### src/design/pts_pkg.sv
`timescale 1ns / 1ps
`default_nettype none
// ----------------------------------------------------------------------------
// pts_pkg: shared types and constants of the pwm tone sequencer
// Operation codes, sequencer states, divider status and tone constants.
// ----------------------------------------------------------------------------
package pts_pkg;

    // default number of tone entries in the table
    localparam int TONE_DEPTH_DEF = 64;

    // timer base divide: prescale = round(BASE_CLOCK_DIV / freq) - 1
    localparam int BASE_CLOCK_DIV = 840000;

    // compare value while a tone sounds, out of a period of 100
    localparam logic [4:0] TONE_DUTY = 5'd25;

    // divider widths: numerator 2*base + freq, divisor 2*freq
    localparam int DIV_NUM_W = 21;
    localparam int DIV_DEN_W = 17;
    localparam int DIV_CNT_W = $clog2(DIV_NUM_W + 1);

    // operation codes carried in tuser
    localparam logic [2:0] OP_TICK    = 3'd0;
    localparam logic [2:0] OP_WRITE   = 3'd1;
    localparam logic [2:0] OP_START   = 3'd2;
    localparam logic [2:0] OP_ENABLE  = 3'd3;
    localparam logic [2:0] OP_DISABLE = 3'd4;

    // sequencer states
    typedef enum logic [1:0] {
        ST_IDLE,
        ST_READ,
        ST_DIV,
        ST_FINISH
    } pts_state_t;

    // divider status back to the sequencer
    typedef struct packed {
        logic busy;
        logic done;
    } pts_div_stat_t;

endpackage
`default_nettype wire

### src/design/pts_divider.sv
`timescale 1ns / 1ps
`default_nettype none
// ----------------------------------------------------------------------------
// pts_divider: iterative restoring divider
// One quotient bit per cycle; done pulses for one cycle after the last bit.
// ----------------------------------------------------------------------------
module pts_divider (
    input  wire logic                            clk,
    input  wire logic                            rst_n,
    input  wire logic                            start,
    input  wire logic [pts_pkg::DIV_NUM_W-1:0]   numer,
    input  wire logic [pts_pkg::DIV_DEN_W-1:0]   denom,
    output pts_pkg::pts_div_stat_t               stat,
    output logic      [pts_pkg::DIV_NUM_W-1:0]   quot
);

    logic                            busy_reg, busy_next;
    logic                            done_reg, done_next;
    logic [pts_pkg::DIV_CNT_W-1:0]   cnt_reg, cnt_next;
    logic [pts_pkg::DIV_NUM_W-1:0]   num_reg, num_next;
    logic [pts_pkg::DIV_DEN_W-1:0]   den_reg, den_next;
    logic [pts_pkg::DIV_DEN_W-1:0]   rem_reg, rem_next;
    logic [pts_pkg::DIV_DEN_W:0]     rem_shift;
    logic                            q_bit;

    // one restoring step: shift in the next numerator bit and try subtract
    always_comb
    begin
        rem_shift = {rem_reg, num_reg[pts_pkg::DIV_NUM_W-1]};
        q_bit     = (rem_shift >= {1'b0, den_reg});
        busy_next = busy_reg;
        done_next = 1'b0;
        cnt_next  = cnt_reg;
        num_next  = num_reg;
        den_next  = den_reg;
        rem_next  = rem_reg;
        if (start)
        begin
            busy_next = 1'b1;
            cnt_next  = pts_pkg::DIV_CNT_W'(pts_pkg::DIV_NUM_W);
            num_next  = numer;
            den_next  = denom;
            rem_next  = '0;
        end
        else if (busy_reg)
        begin
            num_next = {num_reg[pts_pkg::DIV_NUM_W-2:0], q_bit};
            if (q_bit)
            begin
                rem_next = pts_pkg::DIV_DEN_W'(rem_shift - {1'b0, den_reg});
            end
            else
            begin
                rem_next = rem_shift[pts_pkg::DIV_DEN_W-1:0];
            end
            cnt_next = cnt_reg - 1'b1;
            if (cnt_reg == pts_pkg::DIV_CNT_W'(1))
            begin
                busy_next = 1'b0;
                done_next = 1'b1;
            end
        end
    end

    // control registers
    always_ff @(posedge clk or negedge rst_n)
    begin
        if (!rst_n)
        begin
            busy_reg <= 1'b0;
            done_reg <= 1'b0;
            cnt_reg  <= '0;
        end
        else
        begin
            busy_reg <= busy_next;
            done_reg <= done_next;
            cnt_reg  <= cnt_next;
        end
    end

    // datapath registers
    always_ff @(posedge clk)
    begin
        num_reg <= num_next;
        den_reg <= den_next;
        rem_reg <= rem_next;
    end

    assign stat.busy = busy_reg;
    assign stat.done = done_reg;
    assign quot      = num_reg;

endmodule
`default_nettype wire

### src/design/pwm_tone_sequencer.sv
`timescale 1ns / 1ps
`default_nettype none
// ----------------------------------------------------------------------------
// pwm_tone_sequencer: tone sequencer for a pwm buzzer
// Plays a table of tones (frequency, duration) under millisecond tick items.
// ----------------------------------------------------------------------------
// One result item follows every input item. Each item passes from the idle
// state to the finish state and then into the output register; a tick that
// starts a sounding tone also passes through the read and divide states, where
// the restoring divider produces one prescaler quotient bit per cycle over 21
// bits. The input side is not ready while an item is at work; a finished
// result waits in the output register while the next item is accepted. The
// tone table is a single-port memory with a registered read, and entries never written read as undefined.
module pwm_tone_sequencer #(
    parameter int TONE_DEPTH = pts_pkg::TONE_DEPTH_DEF
) (
    input  wire logic        clk,
    input  wire logic        rst_n,
    input  wire logic        s_tvalid,
    output logic             s_tready,
    // tuser: op[2:0]
    input  wire logic [2:0]  s_tuser,
    // tdata: tone_addr[5:0], tone_freq[21:6], tone_ticks[37:22], play_count[44:38]
    input  wire logic [47:0] s_tdata,
    output logic             m_tvalid,
    input  wire logic        m_tready,
    // tdata: duty_compare[4:0], prescale[24:5], playing[25], enabled_now[26]
    output logic [31:0]      m_tdata
);

    localparam int AW = (TONE_DEPTH > 1) ? $clog2(TONE_DEPTH) : 1;

    // input fields
    logic [5:0]  tone_addr;
    logic [15:0] tone_freq;
    logic [15:0] tone_ticks;
    logic [6:0]  play_count;
    logic        in_acc;

    assign tone_addr  = s_tdata[5:0];
    assign tone_freq  = s_tdata[21:6];
    assign tone_ticks = s_tdata[37:22];
    assign play_count = s_tdata[44:38];
    assign in_acc     = s_tvalid && s_tready;

    // sequencer state
    pts_pkg::pts_state_t state_reg, state_next;
    logic [6:0]  seq_len_reg, seq_len_next;
    logic [6:0]  seq_pos_reg, seq_pos_next;
    logic [15:0] ticks_left_reg, ticks_left_next;
    logic        active_reg, active_next;
    logic        enable_reg, enable_next;
    logic [4:0]  compare_reg, compare_next;
    logic [19:0] prescale_reg, prescale_next;
    logic        m_tvalid_reg, m_tvalid_next;
    logic [31:0] m_tdata_reg, m_tdata_next;
    logic        div_start;

    // tone table
    logic [31:0]   tone_mem [TONE_DEPTH];
    logic [31:0]   rd_data_reg;
    logic [31:0]   wr_addr_ext;
    logic [31:0]   rd_addr_ext;
    logic [AW-1:0] wr_idx;
    logic [AW-1:0] rd_idx;
    logic          wr_en;
    logic          rd_en;

    // divider
    logic [pts_pkg::DIV_NUM_W-1:0] div_numer;
    logic [pts_pkg::DIV_DEN_W-1:0] div_denom;
    logic [pts_pkg::DIV_NUM_W-1:0] div_quot;
    pts_pkg::pts_div_stat_t        div_stat;

    assign wr_addr_ext = 32'(tone_addr);
    assign rd_addr_ext = 32'(seq_pos_reg);
    assign wr_idx      = wr_addr_ext[AW-1:0];
    assign rd_idx      = rd_addr_ext[AW-1:0];
    assign wr_en       = in_acc && (s_tuser == pts_pkg::OP_WRITE)
                         && (wr_addr_ext < 32'(TONE_DEPTH));
    assign rd_en       = in_acc && (s_tuser == pts_pkg::OP_TICK);

    // table write and registered read at the current position
    always_ff @(posedge clk)
    begin
        if (wr_en)
        begin
            tone_mem[wr_idx] <= {tone_ticks, tone_freq};
        end
        if (rd_en)
        begin
            rd_data_reg <= tone_mem[rd_idx];
        end
    end

    // divider operands from the loaded entry: (2*base + f) / (2*f)
    assign div_numer = pts_pkg::DIV_NUM_W'(2 * pts_pkg::BASE_CLOCK_DIV)
                       + pts_pkg::DIV_NUM_W'(rd_data_reg[15:0]);
    assign div_denom = {rd_data_reg[15:0], 1'b0};

    pts_divider u_div (
        .clk   (clk),
        .rst_n (rst_n),
        .start (div_start),
        .numer (div_numer),
        .denom (div_denom),
        .stat  (div_stat),
        .quot  (div_quot)
    );

    // next state and datapath updates
    always_comb
    begin
        state_next      = state_reg;
        seq_len_next    = seq_len_reg;
        seq_pos_next    = seq_pos_reg;
        ticks_left_next = ticks_left_reg;
        active_next     = active_reg;
        enable_next     = enable_reg;
        compare_next    = compare_reg;
        prescale_next   = prescale_reg;
        m_tvalid_next   = m_tvalid_reg;
        m_tdata_next    = m_tdata_reg;
        div_start       = 1'b0;
        s_tready        = (state_reg == pts_pkg::ST_IDLE);

        if (m_tvalid_reg && m_tready)
        begin
            m_tvalid_next = 1'b0;
        end

        case (state_reg)
            pts_pkg::ST_IDLE:
            begin
                if (in_acc)
                begin
                    state_next = pts_pkg::ST_FINISH;
                    case (s_tuser)
                        pts_pkg::OP_TICK:
                        begin
                            if (enable_reg && active_reg)
                            begin
                                if (ticks_left_reg != 16'd0)
                                begin
                                    ticks_left_next = ticks_left_reg - 16'd1;
                                end
                                else if (seq_pos_reg >= seq_len_reg)
                                begin
                                    active_next  = 1'b0;
                                    seq_len_next = '0;
                                    compare_next = '0;
                                end
                                else
                                begin
                                    state_next = pts_pkg::ST_READ;
                                end
                            end
                        end
                        pts_pkg::OP_START:
                        begin
                            if (enable_reg)
                            begin
                                if (32'(play_count) > 32'(TONE_DEPTH))
                                begin
                                    seq_len_next = 7'(TONE_DEPTH);
                                end
                                else
                                begin
                                    seq_len_next = play_count;
                                end
                                seq_pos_next    = '0;
                                ticks_left_next = 16'd1;
                                active_next     = 1'b1;
                                compare_next    = '0;
                            end
                        end
                        pts_pkg::OP_ENABLE:
                        begin
                            enable_next = 1'b1;
                        end
                        pts_pkg::OP_DISABLE:
                        begin
                            enable_next  = 1'b0;
                            compare_next = '0;
                        end
                        default:
                        begin
                            // table writes are handled at the memory
                        end
                    endcase
                end
            end
            pts_pkg::ST_READ:
            begin
                // load the entry's duration and start its prescaler if sounding
                ticks_left_next = rd_data_reg[31:16];
                seq_pos_next    = seq_pos_reg + 7'd1;
                if (rd_data_reg[15:0] == 16'd0)
                begin
                    compare_next = '0;
                    state_next   = pts_pkg::ST_FINISH;
                end
                else
                begin
                    div_start  = 1'b1;
                    state_next = pts_pkg::ST_DIV;
                end
            end
            pts_pkg::ST_DIV:
            begin
                if (div_stat.done)
                begin
                    prescale_next = div_quot[19:0] - 20'd1;
                    compare_next  = pts_pkg::TONE_DUTY;
                    state_next    = pts_pkg::ST_FINISH;
                end
            end
            pts_pkg::ST_FINISH:
            begin
                // hand the result to the output register once it is free
                if (!m_tvalid_reg || m_tready)
                begin
                    m_tvalid_next = 1'b1;
                    m_tdata_next  = {5'd0, enable_reg, active_reg,
                                     prescale_reg, compare_reg};
                    state_next    = pts_pkg::ST_IDLE;
                end
            end
            default:
            begin
                state_next = pts_pkg::ST_IDLE;
            end
        endcase
    end

    // state register
    always_ff @(posedge clk or negedge rst_n)
    begin
        if (!rst_n)
        begin
            state_reg <= pts_pkg::ST_IDLE;
        end
        else
        begin
            state_reg <= state_next;
        end
    end

    // sequencer and output registers
    always_ff @(posedge clk or negedge rst_n)
    begin
        if (!rst_n)
        begin
            seq_len_reg    <= '0;
            seq_pos_reg    <= '0;
            ticks_left_reg <= 16'd1;
            active_reg     <= 1'b0;
            enable_reg     <= 1'b1;
            compare_reg    <= '0;
            prescale_reg   <= '0;
            m_tvalid_reg   <= 1'b0;
        end
        else
        begin
            seq_len_reg    <= seq_len_next;
            seq_pos_reg    <= seq_pos_next;
            ticks_left_reg <= ticks_left_next;
            active_reg     <= active_next;
            enable_reg     <= enable_next;
            compare_reg    <= compare_next;
            prescale_reg   <= prescale_next;
            m_tvalid_reg   <= m_tvalid_next;
        end
    end

    // output payload
    always_ff @(posedge clk)
    begin
        m_tdata_reg <= m_tdata_next;
    end

    assign m_tvalid = m_tvalid_reg;
    assign m_tdata  = m_tdata_reg;

`ifndef SYNTH
    // compare is either silent or the tone duty
    a_compare_code: assert property (@(posedge clk) disable iff (!rst_n)
        (compare_reg == 5'd0) || (compare_reg == pts_pkg::TONE_DUTY))
        else $error("compare holds an illegal value");

    // a disabled buzzer stays silent
    a_disabled_silent: assert property (@(posedge clk) disable iff (!rst_n)
        !enable_reg |-> (compare_reg == 5'd0))
        else $error("compare nonzero while disabled");

    // an idle sequencer has no length left
    a_idle_length: assert property (@(posedge clk) disable iff (!rst_n)
        !active_reg |-> (seq_len_reg == 7'd0))
        else $error("sequence length kept after play stopped");

    // divider results only arrive while waiting for them
    a_div_done_state: assert property (@(posedge clk) disable iff (!rst_n)
        div_stat.done |-> (state_reg == pts_pkg::ST_DIV))
        else $error("divider finished outside the divide state");

    // a divide is started only from the table read step and runs in the divide state
    a_div_start: assert property (@(posedge clk) disable iff (!rst_n)
        div_start |=> div_stat.busy && (state_reg == pts_pkg::ST_DIV))
        else $error("divider start not followed by divide");
`endif

endmodule
`default_nettype wire

### config.mk
export PLATFORM = sky130hd
export DESIGN_NAME = pwm_tone_sequencer
export DESIGN_NICKNAME = d
export VERILOG_FILES = /design/src/design/pts_pkg.sv /design/src/design/pts_divider.sv /design/src/design/pwm_tone_sequencer.sv
export SDC_FILE = /design/constraint.sdc
export NUM_CORES = 2
export LEC_CHECK = 0
export ABC_AREA = 1
export BUFFER_PORTS_ARGS = -buffer_cell sky130_fd_sc_hd__buf_2
export CORE_AREA = 2 2 347 486
export CTS_CLUSTER_DIAMETER = 30
export DETAILED_ROUTE_END_ITERATION = 6
export DIE_AREA = 0 0 349 488
export HOLD_SLACK_MARGIN = 0.08
export PLACE_DENSITY_LB_ADDON = 0.05
export SLEW_MARGIN = 20
export SYNTH_ARGS = -nofsm -noshare
export SYNTH_HDL_FRONTEND = slang
export SYNTH_SLANG_ARGS = --single-unit
### constraint.sdc
create_clock -name clk -period 3.3 [get_ports clk]
set_input_delay 0.66 -clock clk [delete_from_list [all_inputs] [get_ports clk]]
set_output_delay 0.66 -clock clk [all_outputs]
set_load 0.05 [all_outputs]
==> summary.txt <==
Outcome
  – Outcome: finished with violations
  – Violations in the final reports: DRC

Power
  – Max rail drop VDD: 0.000574 V
  – Static leakage: 38.3 nW
  – Pwr Density: 646 nW/um^2

Setup path
  – Cell breakdown of the critical path: inv_1 > ha_1 > nand2_1 > nor4_1 > buf_4 > inv_1 > nor2_1 > nand3_1 > buf_4 > nor2_4 > buf_4
  – Buffering stage count on the worst path with inverters included: 5
  – Maximum fanout encountered on the critical timing path: 21
  – Required time of the worst setup path: 3.87 ns
  – CP peak stage delay: 0.40 ns
  – Kind of end point of the critical path: register
  – Critical path class: register to register
  – Most repeated library cell on the critical path: sky130_fd_sc_hd__buf_4
  – Data arrival at the endpoint of the critical path: 3.51 ns
  – Dominant delay contributor by cell family on the critical path: buffers and inverters
  – Critical Path Slowest Stage Cell: sky130_fd_sc_hd__dfrtp_1
  – Type of origin of the critical path: register

Drt
  – Post-DRT Antenna Nets: 0
  – Highest routed layer: met5
  – Met1 layer wirelength in the final routing: 96700 microns
  – Detail Route met3 WL: 14600 microns
  – Met2 wirelength from detailed routing: 126000 microns
  – Number of iterations in the first detailed-routing pass: 7
  – Detailed router's first-iteration violation count: 5867
  – DR DRC count: 1
  – Post-detailed-route wirelength per cell: 23.6 microns
  – Sum of routed wire length over all layers: 245000 microns
  – Via density per instance: 5.81
  – Vias: 60200

Yosys
  – Post-synth EDFFs: 2140
  – Yosys warning count: 0
  – Post-Syn Instances: 7606
  – Count of different cell masters after synthesis: 45
  – Top-area cell type share of the netlist area: 0.709
  – Top post-synthesis cells by area: sky130_fd_sc_hd__edfxtp_1 71%, sky130_fd_sc_hd__nor2_1 7.7%, sky130_fd_sc_hd__o21ai_0 5.8%, sky130_fd_sc_hd__nand2_1 3.3%, sky130_fd_sc_hd__nand3_1 2.0%
  – Part of the Yosys area used for sequential elements: 0.730
  – Flip-flop cell with the highest count after synthesis: sky130_fd_sc_hd__edfxtp_1
  – Yosys reg bits: 2220
  – Post-Syn Area per Cell: 11.9 sq um
  – Fraction of synthesis flops using an asynchronous set or reset pin: 0.0284
  – Cell type contributing the most total cell area after synthesis: sky130_fd_sc_hd__edfxtp_1
  – Cell area after synthesis: 90700 sq um

STA
  – Clock tree skew after final layout: 0.0366 ns
  – Highest Clock Rate: 339 MHz
  – Fin crit period: 2.95 ns
  – Final setup viols: 0
  – Number of max-slew violations in the final report: 0
  – Number of failing hold endpoints at the final stage: 0
  – Worst Tran Pin Value: 0.959 ns
  – Total negative slack: 0 ns
  – Share of the clock period used by the worst path after layout: 0.893
  – RSZ-0062 raised after global routing: false
  – Worst slew margin relative to its limit: 0.360
  – WHS: 0.205 ns

GRT
  – First-pass GRT wire length: 364000 microns
  – Total global routing track utilization: 0.287
  – Initial antenna violation count: 8
  – Pin count of the biggest net entering global routing: 101
  – GRT Residual Overflow: 0
  – Number of global-route vias before repair: 59000

Finish
  – Multi-input logic area: 21900 sq um
  – Nets: 8009
  – Area growth, synth to finish: 19.6%
  – Layout cells sized above 1: 0.132
  – Number of flip-flops under the largest register name: 2048
  – Highest-count cells in the layout ignoring fill and taps: 2140 x sky130_fd_sc_hd__edfxtp_1, 1792 x sky130_fd_sc_hd__nor2_1, 1055 x sky130_fd_sc_hd__o21ai_0
  – Fill cells: 12300
  – Area of all sequential standard cells: 66200 sq um
  – Most common cell after layout, fill and taps aside: sky130_fd_sc_hd__edfxtp_1

Die
  – Horizontal extent of the die: 349 microns
  – Die area: 170000 sq um
  – Floorplan Core Area: 166000 sq um
  – Floorplan die height: 488 microns
  – Starting density of the core: 0.547
  – Cell row count: 177
  – Number of I/O pins: 89

Clock tree
  – CTS tree: built
  – H-tree depth: 5
  – Resized Gates After CTS: 0
  – Clock buffers created by TritonCTS: 365
  – Total number of clock tree sinks: 2220
  – Clock-pin slew on the worst setup and hold paths: 0.05 ns
  – Clk Tree Root Cell: sky130_fd_sc_hd__clkbuf_16
  – Max Root-Sink Buffers: 4
  – Clock Latency Late Sink: 0.94 ns

Placement
  – Placer's final routability congestion estimate: 0.893
  – Number of I/O port buffers: 78
  – Post-DP HPWL: 144000 microns

Job
  – Number of max-cap violations: 0

Worst hold path
  – Hold Path Class: input port to register
## power by group
part	total, mW	internal [mW]	switching [mW]
registers	30.9	30.9	0.0000000000000000556
clock network	38.6	25.0	13.6
logic	0.580	0.0772	0.503
total	70.1	55.9	14.1
## through the flow
step                      setup slack (ns)  cell area [sq um]  instances  power, mW  utilization
after floorplan                     -0.429              90700       7612       31.5            -
after global placement               0.403              95700       9687       32.0        0.577
after detailed placement             0.294              95700       9687       32.0        0.577
after CTS                            0.339             108000      10400       70.5        0.653
after global routing                 0.190             108000      10400       71.7        0.654
final                                0.352             108000      10400       70.1        0.654
## routing by layer
layer	vias up	track usage
li1	27700	-
met1	30000	0.364
met2	2119	0.503
met3	417	0.0420
met4	4	0.102
met5	-	0
## layout make-up
| cell class | instances | share of cell area |
|---|---|---|
| clock inverter | 258 | 0.0289 |
| inverter | 227 | 0.00813 |
| timing repair buffer | 391 | 0.0389 |
| clock buffer | 403 | 0.0870 |
| tap | 2148 | 0.0248 |
| sequential | 2220 | 0.610 |
| antenna | 3 | 0.0000692 |
| multi-input combinational | 4714 | 0.202 |
## final timing paths
check | slack [ns] | cells after the start | startpoint | endpoint
max in group asynchronous | 2.20 | 3 | rst_n | ticks_left_reg[0]$_DFFE_PN1P_
setup reg to reg | 0.35 | 11 | state_reg[1]$_DFFE_PN0P_ | tone_mem[28][24]$_DFFE_PP_
hold / removal | 0.20 | 1 | s_tdata[20] | tone_mem[60][14]$_DFFE_PP_
hold reg to reg | 0.44 | 0 | prescale_reg[11]$_DFFE_PN0P_ | m_tdata[16]$_DFFE_PP_
setup / recovery | 0.35 | 11 | state_reg[1]$_DFFE_PN0P_ | tone_mem[28][24]$_DFFE_PP_
min in group asynchronous | 0.38 | 2 | rst_n | prescale_reg[15]$_DFFE_PN0P_
## synth_stat cells, types with 61 or more instances
library cell,count
sky130_fd_sc_hd__o21ai_1,106
sky130_fd_sc_hd__buf_4,61
sky130_fd_sc_hd__a21oi_1,113
sky130_fd_sc_hd__clkbuf_1,211
sky130_fd_sc_hd__dfrtp_1,61
sky130_fd_sc_hd__buf_2,96
sky130_fd_sc_hd__o21ai_0,1055
sky130_fd_sc_hd__edfxtp_1,2140
sky130_fd_sc_hd__nor2_1,1859
sky130_fd_sc_hd__nand2_1,809
sky130_fd_sc_hd__nand3_1,371
sky130_fd_sc_hd__inv_1,202
sky130_fd_sc_hd__o211ai_1,207
## logic make-up after synthesis
kind of cell,share of synthesized area
and+or+nand+nor,0.134
DFF,0.730
AOI/OAI and AO/OA,0.0924
buffers and inverters,0.0346
adders and majority gates,0.00491
xor gates and xnor gates,0.00203
muxes,0.00177
other,0.0000414
## what timing repair did
action | in CTS | in global routing
buffers inserted | 0 | 0
endpoints found under the hold margin | 47 | 0
hold buffers | 13 | 0
No activity file was read; power rests on OpenSTA's default activity.
